`src/hdl/plwarp_pkg.sv`:
```
// Package for the piecewise linear time warp block.
// Holds request codes, status codes, a width constant and the divider control struct; no dependencies.
`timescale 1ns / 1ps
package plwarp_pkg;
    localparam int unsigned TW = 32;

    typedef enum logic [1:0] {
        REQ_CLEAR  = 2'd0,
        REQ_INSERT = 2'd1,
        REQ_QUERY  = 2'd2,
        REQ_NOP    = 2'd3
    } req_t;

    typedef enum logic [1:0] {
        ST_OK    = 2'd0,
        ST_FULL  = 2'd1,
        ST_EQUAL = 2'd2,
        ST_SAT   = 2'd3
    } status_t;

    typedef struct packed {
        logic start;
        logic busy;
        logic done;
    } div_ctl_t;
endpackage

```
`src/hdl/plwarp_div.sv`:
```
// Restoring divider, one quotient bit per cycle, 64-bit dividend by 32-bit divisor.
// Depends on plwarp_pkg for the control struct.
`timescale 1ns / 1ps
module plwarp_div (
    input  logic                 clk,
    input  logic                 rst_n,
    input  logic                 start,
    input  logic [63:0]          dividend,
    input  logic [31:0]          divisor,
    output plwarp_pkg::div_ctl_t ctl,
    output logic [63:0]          quotient
);
    logic [63:0] quo_reg, quo_next;
    logic [32:0] rem_reg, rem_next;
    logic [31:0] dvs_reg;
    logic [6:0]  cnt_reg, cnt_next;
    logic        busy_reg, busy_next;
    logic        done_reg, done_next;
    logic [32:0] trial;
    logic [33:0] sub;

    always_comb
    begin
        trial     = {rem_reg[31:0], quo_reg[63]};
        sub       = {1'b0, trial} - {2'b00, dvs_reg};
        quo_next  = quo_reg;
        rem_next  = rem_reg;
        cnt_next  = cnt_reg;
        busy_next = busy_reg;
        done_next = 1'b0;
        if (busy_reg)
        begin
            if (!sub[33])
            begin
                rem_next = sub[32:0];
                quo_next = {quo_reg[62:0], 1'b1};
            end
            else
            begin
                rem_next = trial;
                quo_next = {quo_reg[62:0], 1'b0};
            end
            cnt_next = cnt_reg - 7'd1;
            if (cnt_reg == 7'd1)
            begin
                busy_next = 1'b0;
                done_next = 1'b1;
            end
        end
        else if (start)
        begin
            quo_next  = dividend;
            rem_next  = '0;
            cnt_next  = 7'd64;
            busy_next = 1'b1;
        end
    end

    always_ff @(posedge clk or negedge rst_n)
    begin
        if (!rst_n)
        begin
            busy_reg <= 1'b0;
            done_reg <= 1'b0;
            cnt_reg  <= '0;
        end
        else
        begin
            busy_reg <= busy_next;
            done_reg <= done_next;
            cnt_reg  <= cnt_next;
        end
    end

    always_ff @(posedge clk)
    begin
        quo_reg <= quo_next;
        rem_reg <= rem_next;
        if (start && !busy_reg)
            dvs_reg <= divisor;
    end

    assign quotient  = quo_reg;
    assign ctl.start = start;
    assign ctl.busy  = busy_reg;
    assign ctl.done  = done_reg;

    a_done_after_busy: assert property (@(posedge clk) disable iff (!rst_n)
        done_reg |-> $past(busy_reg)) else $error("div done without busy");
    a_no_done_busy: assert property (@(posedge clk) disable iff (!rst_n)
        !(done_reg && busy_reg)) else $error("div done while busy");
    a_cnt_idle: assert property (@(posedge clk) disable iff (!rst_n)
        (busy_reg && cnt_reg == 7'd1) |=> done_reg) else $error("div end lost");
endmodule

```
`config.mk`:
```
export PLATFORM = sky130hd
export DESIGN_NAME = plwarp_div
export DESIGN_NICKNAME = d
export VERILOG_FILES = /design/src/hdl/plwarp_pkg.sv /design/src/hdl/plwarp_div.sv
export SDC_FILE = /design/constraint.sdc
export NUM_CORES = 1
export LEC_CHECK = 0
export BUFFER_PORTS_ARGS = -buffer_cell sky130_fd_sc_hd__buf_4
export CAP_MARGIN = 10
export CORE_MARGIN = 1.5
export CORE_UTILIZATION = 35
export DETAILED_ROUTE_END_ITERATION = 7
export GPL_ROUTABILITY_DRIVEN = 0
export SLEW_MARGIN = 20
export SYNTH_ARGS = -nofsm -noshare
export SYNTH_HDL_FRONTEND = slang
export SYNTH_SLANG_ARGS = --single-unit
```
`constraint.sdc`:
```
create_clock -name clk -period 10.2 [get_ports clk]
set_clock_uncertainty 0.05 [all_clocks]
set_input_delay 0 -clock clk [delete_from_list [all_inputs] [get_ports clk]]
set_output_delay 0 -clock clk [all_outputs]
set_load 0.01 [all_outputs]
```
==> impl_metrics.csv, run 1 <==
group,metric,value,unit
setup_path,worst-endpoint-required,10.19,ns
floorplan,core_area,20960,um^2
sta,timing.final.ws_setup,6.771,ns
yosys,yosysTopAreaCell,"edfxtp_1",
run_status,run_status,"complete, no violations",
yosys,mappedNetlistArea,7456,um^2
cells_and_area,mostFrequentLayoutCell,"buf_4",
setup_path,crit_path_cell_trace,"buf_4, nor2_1, clkinv_2, buf_4",
cells_and_area,syn_to_final_growth,40.01,%
global_route,groute.usage.overall,17.28,%
detailed_routing,drt_drc_violations_left,0,
place,place_hpwl,12600,um
yosys,synth-compound-area-share,10.05,%
global_route,vias_in_the_first_global_route,5877,
floorplan,die-area,22190,um^2
yosys,synth_async_sr_flop_share,6.569,%
clock_tree,clk_latency,0.42,ns
clock_tree,ctsLongestPathBuffers,2,
cells_and_area,sequential_cell_area,4073,um^2
sta,clock.fmax,0.2916,GHz
global_route,grt_pass1_wl,29740,um
place,detailedPlace.worstSlack,6.745,ns
run,timing.max_cap.violations,0,
setup_path,cp_top_family,"buffers and inverters",
setup_path,worst_setup_path_end_kind,"flop",
yosys,synth_xor_xnor_area_share,3.524,%
cells_and_area,nNetsFinal,993,
clock_tree,cts_tree,"built",
setup_path,timing.setup.critical_path_class,"reg -> reg",
floorplan,die_height,149.0,um
detailed_routing,drt_iter0_drc,329,
cells_and_area,flip_flop_count_of_the_largest_register_all_copies_and_words_added,64,
sta,timing_worst_slew_pin_value,0.7828,ns
sta,final_hold_viol_count,0,
setup_path,cp_slowest_cell,"dfrtp_4",
cells_and_area,multi_input_comb_area,3049,um^2
yosys,synth.top_cells.by_area,"edfxtp_1 52%, mux2_2 9.5%, ha_1 5.7%",
global_route,grt_max_degree,60,
sta,grt_setup_unrepaired,"no",
pwr,power.ir.vdd_worst,0.0001373,V
global_route,overflow,0,
yosys,ys_ff_latch,137,
setup_path,critical_path.startpoint_type,"flop",
pwr,power.density_cell_area,301.0,nW/um^2
worst_hold_path,worst_hold_path_type,"in -> reg",
setup_path,slowest_delay,0.80,ns
yosys,ys_dominant_reg_cell,"edfxtp_1",
floorplan,starting_density,35.58,%
sta,hold_ws,0.2564,ns
detailed_routing,num_vias,5657,
yosys,synth.distinct_cells,63,
detailed_routing,vias_per_cell,4.936,
yosys,post_synth_and_or_nand_nor_area_fraction,9.062,%
yosys,yosys-mux-area-fraction,12.20,%
clock_tree,clkSlewWorstSetupHoldPaths,0.06,ns
detailed_routing,drtAntennaViolNets,0,
clock_tree,cts_post_setup_buffers_inserted,0,
yosys,combinational_family_with_the_most_area_after_synthesis,"multiplexers",
setup_path,timing.critical_path.buf_inv,3,
clock_tree,clkSinkCount,137,
setup_path,cpMostUsedCell,"buf_4",
sta,fin_crit_sh,33.62,%
yosys,postSynthNetCount,737,
yosys,portion_of_synthesized_cell_area_occupied_by_the_leading_cell_type,51.55,%
global_route,antenna_found_initial,0,
cells_and_area,mostFrequentLayoutCells,"169 x buf_4, 128 x edfxtp_1, 99 x dlygate4sd3_1",
yosys,synth_enable_flop_cells,128,
yosys,yosysWarnings,0,
yosys,syn-instance-count,603,
detailed_routing,wl_per_cell,16.46,um
pwr,power_leakage,0.004481,uW
floorplan,die_x,149.0,um
sta,maxSlewHeadroom,47.75,%
sta,finalSetupViolations,0,
floorplan,rows,53,
detailed_routing,finalWirelength,18860,um
clock_tree,clock_buffer_count_from_cts,17,
detailed_routing,drt-pass1-iter-count,5,
yosys,adder_and_majority_cell_fraction_of_the_synthesized_area,5.974,%
floorplan,ios,166,
yosys,synth-seq-area-share,54.57,%
cells_and_area,antenna_cells_inserted,0,
place,port_buffers,165,
cells_and_area,layout-drive-gt1-share,31.23,%
clock_tree,cts-root-buf,"clkbuf_16",
sta,finalSetupTns,0,ns
setup_path,cp_data_arrival_time,3.42,ns
setup_path,peak_fanout_along_the_critical_path,59,
sta,final.min_clock_period,3.429,ns
sta,number_of_slew_limit_violations_in_the_final_report,0,
yosys,postSynthAreaPerCell,12.36,um^2
cells_and_area,layout.filler_cells,1884,
clock_tree,cts_max_level,4,
[stage by stage]
step / util [%] / std cells / total power [uW] / cell area [um^2]
floorplan: - / 603 / 2073 / 7456
global placement: 42.46 / 1016 / 2482 / 8897
detailed placement: 42.46 / 1016 / 2511 / 8897
CTS: 49.81 / 1146 / 3156 / 10440
global route: 49.81 / 1146 / 3354 / 10440
finish: 49.81 / 1146 / 3142 / 10440
[cell usage after synthesis, types with 3 or more instances]
cell and count:
edfxtp_1 128, mux2_2 63, inv_1 43, nand2_1 36
ha_1 34, a21oi_1 30, nor2b_1 24, mux2i_1 20
nor2_1 20, xnor2_1 20, o21ai_0 19, clkbuf_1 16
a21o_1 12, xor2_1 10, a31oi_1 9, dfrtp_1 9
nor3_1 9, o22ai_1 8, nand4_1 7, and2_1 5
nand2b_1 5, o21a_1 5, buf_2 4, nand3_1 4
o31ai_1 4, or2_2 4, or3_1 4, a211oi_1 3
buf_4 3, o211a_1 3, o41ai_1 3
[path summary, 6_finish.rpt]
check,from,endpoint,slack (ns),cells after the start
max,busy_reg$_DFF_PN0_,rem_reg[11]$_SDFFCE_PN0P_,6.77,4
min,divisor[8],dvs_reg[8]$_DFFE_PP_,0.26,2
max reg2reg,busy_reg$_DFF_PN0_,rem_reg[11]$_SDFFCE_PN0P_,6.77,4
min reg2reg,cnt_reg[5]$_DFFE_PN0P_,cnt_reg[5]$_DFFE_PN0P_,0.44,1
max in group asynchronous,rst_n,busy_reg$_DFF_PN0_,9.21,3
min in group asynchronous,rst_n,done_reg$_DFF_PN0_,0.55,3
[power breakdown]
part	switching, uW	internal, uW
logic	735	721
clock network	252	338
registers	157	940
[what timing repair did]
item                      CTS  global route
hold endpoints to repair  112             0
hold buffers               99             0
gates resized for setup     0             0
[cells by family (layout without fill, tap and decap cells)]
| kind of cell | count (synthesis) | after routing |
|---|---|---|
| compound gates | 115 | 115 |
| fa+ha+maj | 35 | 35 |
| simple gates | 129 | 129 |
| flops | 137 | 137 |
| buf+inv | 74 | 342 |
| xor+xnor | 30 | 30 |
| mux | 83 | 83 |
[layer usage]
metal	part of all wire, %	up-vias	global-route usage [%]	routed length [um]
met4	0.95	0	5.792	180
met3	6.7	12	6.055	1264
met2	48	171	28.08	8966
met5	0	-	0	0
li1	-	2738	-	-
met1	45	2736	21.39	8451
[area by class of cell]
| class | instances | area share [%] |
|---|---|---|
| Multi-Input combinational cell | 392 | 29.21 |
| Clock buffer | 19 | 4.147 |
| Inverter | 43 | 1.558 |
| Clock inverter | 12 | 1.127 |
| Tap cell | 275 | 3.296 |
| Sequential cell | 137 | 39.01 |
| Timing Repair Buffer | 268 | 21.65 |
Power figures use the tool's default switching activity.
==> inputs of run 2 (changes only) <==
==> constraint.sdc (replaced) <==
create_clock -name clk -period 3.21 [get_ports clk]
set_clock_uncertainty 0.05 [all_clocks]
set_input_delay 0 -clock clk [delete_from_list [all_inputs] [get_ports clk]]
set_output_delay 0 -clock clk [all_outputs]
set_load 0.01 [all_outputs]
==> impl_metrics.csv, run 2 (synthesized netlist as in run 1, its figures left out) <==
group,metric,value,unit
sta,finalSetupTns,0,ns
place,place_inst,1020,
detailed_routing,finalWirelength,18430,um
clock_tree,cts_tree,"built",
floorplan,ios,166,
sta,clock.fmax,0.3361,GHz
detailed_routing,vias_per_cell,4.874,
setup_path,critical_path.startpoint_type,"flop",
setup_path,worst-endpoint-required,3.33,ns
setup_path,r2r_cells,11,
setup_path,crit_path_cell_trace,"ha_1, and3_2, nand4_2, o22a_1, o31ai_4, a21o_2, a31oi_1, nor3_4, buf_12, mux2i_1, nor2b_1",
sta,timing.final.ws_setup,0.2348,ns
clock_tree,clock_buffer_count_from_cts,17,
setup_path,timing.setup.critical_path_class,"reg -> reg",
detailed_routing,drt-pass1-iter-count,4,
sta,maxSlewHeadroom,48.90,%
setup_path,cp_data_arrival_time,3.10,ns
cells_and_area,finalNonFillerCells,1152,
clock_tree,clk_latency,0.43,ns
floorplan,rows,53,
global_route,antenna_found_initial,0,
cells_and_area,flip_flop_count_of_the_largest_register_all_copies_and_words_added,64,
cells_and_area,mostFrequentLayoutCell,"buf_4",
sta,number_of_slew_limit_violations_in_the_final_report,0,
sta,final_hold_viol_count,0,
worst_hold_path,worst_hold_path_type,"in -> reg",
clock_tree,cts-root-buf,"clkbuf_16",
sta,final.min_clock_period,2.975,ns
floorplan,core_area,20960,um^2
global_route,vias_in_the_first_global_route,6011,
run,timing.max_cap.violations,0,
sta,fin_crit_sh,92.69,%
cells_and_area,antenna_cells_inserted,0,
global_route,grt_max_degree,61,
cells_and_area,nNetsFinal,998,
setup_path,slowest_delay,0.41,ns
detailed_routing,num_vias,5615,
sta,hold_ws,0.2424,ns
sta,finalSetupViolations,0,
floorplan,die_x,149.0,um
global_route,overflow,0,
clock_tree,cts_max_level,4,
worst_hold_path,min_path_cells,2,
global_route,grt_pass1_wl,29640,um
floorplan,die-area,22190,um^2
setup_path,cp_slowest_cell,"ha_1",
cells_and_area,syn_to_final_growth,41.67,%
floorplan,die_height,149.0,um
floorplan,starting_density,35.58,%
detailed_routing,drtAntennaViolNets,0,
place,place_hpwl,11990,um
cells_and_area,layout-drive-gt1-share,32.16,%
sta,timing_worst_slew_pin_value,0.7665,ns
cells_and_area,final_core_utilization,50.41,%
pwr,power_leakage,0.004533,uW
clock_tree,clkSlewWorstSetupHoldPaths,0.07,ns
detailed_routing,wl_per_cell,16.00,um
sta,grt_setup_unrepaired,"no",
global_route,groute.usage.overall,17.04,%
clock_tree,ctsLongestPathBuffers,2,
run_status,run_status,"complete, no violations",
place,port_buffers,165,
setup_path,peak_fanout_along_the_critical_path,17,
setup_path,worst_setup_path_end_kind,"flop",
pwr,power.density_cell_area,964.0,nW/um^2
cells_and_area,mostFrequentLayoutCells,"172 x buf_4, 128 x edfxtp_1, 99 x dlygate4sd3_1",
cells_and_area,layout.filler_cells,1863,
pwr,power.ir.vdd_worst,0.0004591,V
detailed_routing,drt_iter0_drc,217,
clock_tree,cts_post_setup_buffers_inserted,0,
detailed_routing,drt_drc_violations_left,0,
clock_tree,clkSinkCount,137,
place,detailedPlace.worstSlack,0.1931,ns
-- run 2: worst paths after layout --
path / startpoint / to / slack (ns)
worst max-delay path: rem_reg[8]$_SDFFCE_PN0P_ / rem_reg[16]$_SDFFCE_PN0P_ / 0.23
worst min-delay path: divisor[8] / dvs_reg[8]$_DFFE_PP_ / 0.24
worst max register to register: rem_reg[8]$_SDFFCE_PN0P_ / rem_reg[16]$_SDFFCE_PN0P_ / 0.23
worst min register to register: cnt_reg[6]$_DFFE_PN0P_ / cnt_reg[6]$_DFFE_PN0P_ / 0.46
max in group asynchronous: rst_n / busy_reg$_DFF_PN0_ / 2.25
min in group asynchronous: rst_n / done_reg$_DFF_PN0_ / 0.53
-- run 2: through the flow --
step | instance area [um^2] | total power (uW)
2_1_floorplan | 7460 | 6586
3_3_place_gp | 8942 | 7885
3_5_place_dp | 8942 | 7976
4_1_cts | 10520 | 10120
5_1_grt | 10560 | 10880
6_report | 10560 | 10180
-- run 2: layer usage --
| metal | GRT usage, % | up-vias | share of wire, % |
|---|---|---|---|
| met3 | 6.208 | 18 | 7.0 |
| met1 | 20.22 | 2674 | 43 |
| met4 | 4.604 | 0 | 1.4 |
| li1 | - | 2750 | - |
| met5 | 0 | - | 0 |
| met2 | 29.05 | 173 | 48 |
-- run 2: area by class of cell --
type	instances	area [um^2]	area share, %
Sequential cell	137	4073	38.56
Multi-Input combinational cell	392	3068	29.05
Timing Repair Buffer	273	2327	22.03
Clock buffer	18	429.2	4.063
Tap cell	275	344.1	3.258
Inverter	43	165.2	1.564
Clock inverter	14	156.4	1.481
-- run 2: worst max-delay path, delay by kind of cell (launching register included) --
family | cells | cell delay (ns)
AND/OR/NAND/NOR | 4 | 0.71
AO/OA/AOI/OAI | 4 | 0.68
buffers and inverters | 1 | 0.23
adder cells (fa/ha/maj) | 1 | 0.41
multiplexers | 1 | 0.23
flip-flops | 1 | 0.40
-- run 2: timing repair --
item | 4_1_cts | 5_1_grt
hold endpoints to repair | 112 | 0
resized for setup | 0 | 3
hold buffers | 99 | 0
endpoints found under the setup margin | 0 | 8
-- run 2: report_power, final --
| group | total, uW | switching [uW] | internal (uW) | leakage [uW] |
|---|---|---|---|---|
| sequential | 3430 | 449 | 2980 | 0.00144 |
| clock | 1970 | 866 | 1100 | 0.000281 |
| combinational | 4780 | 2370 | 2410 | 0.00282 |
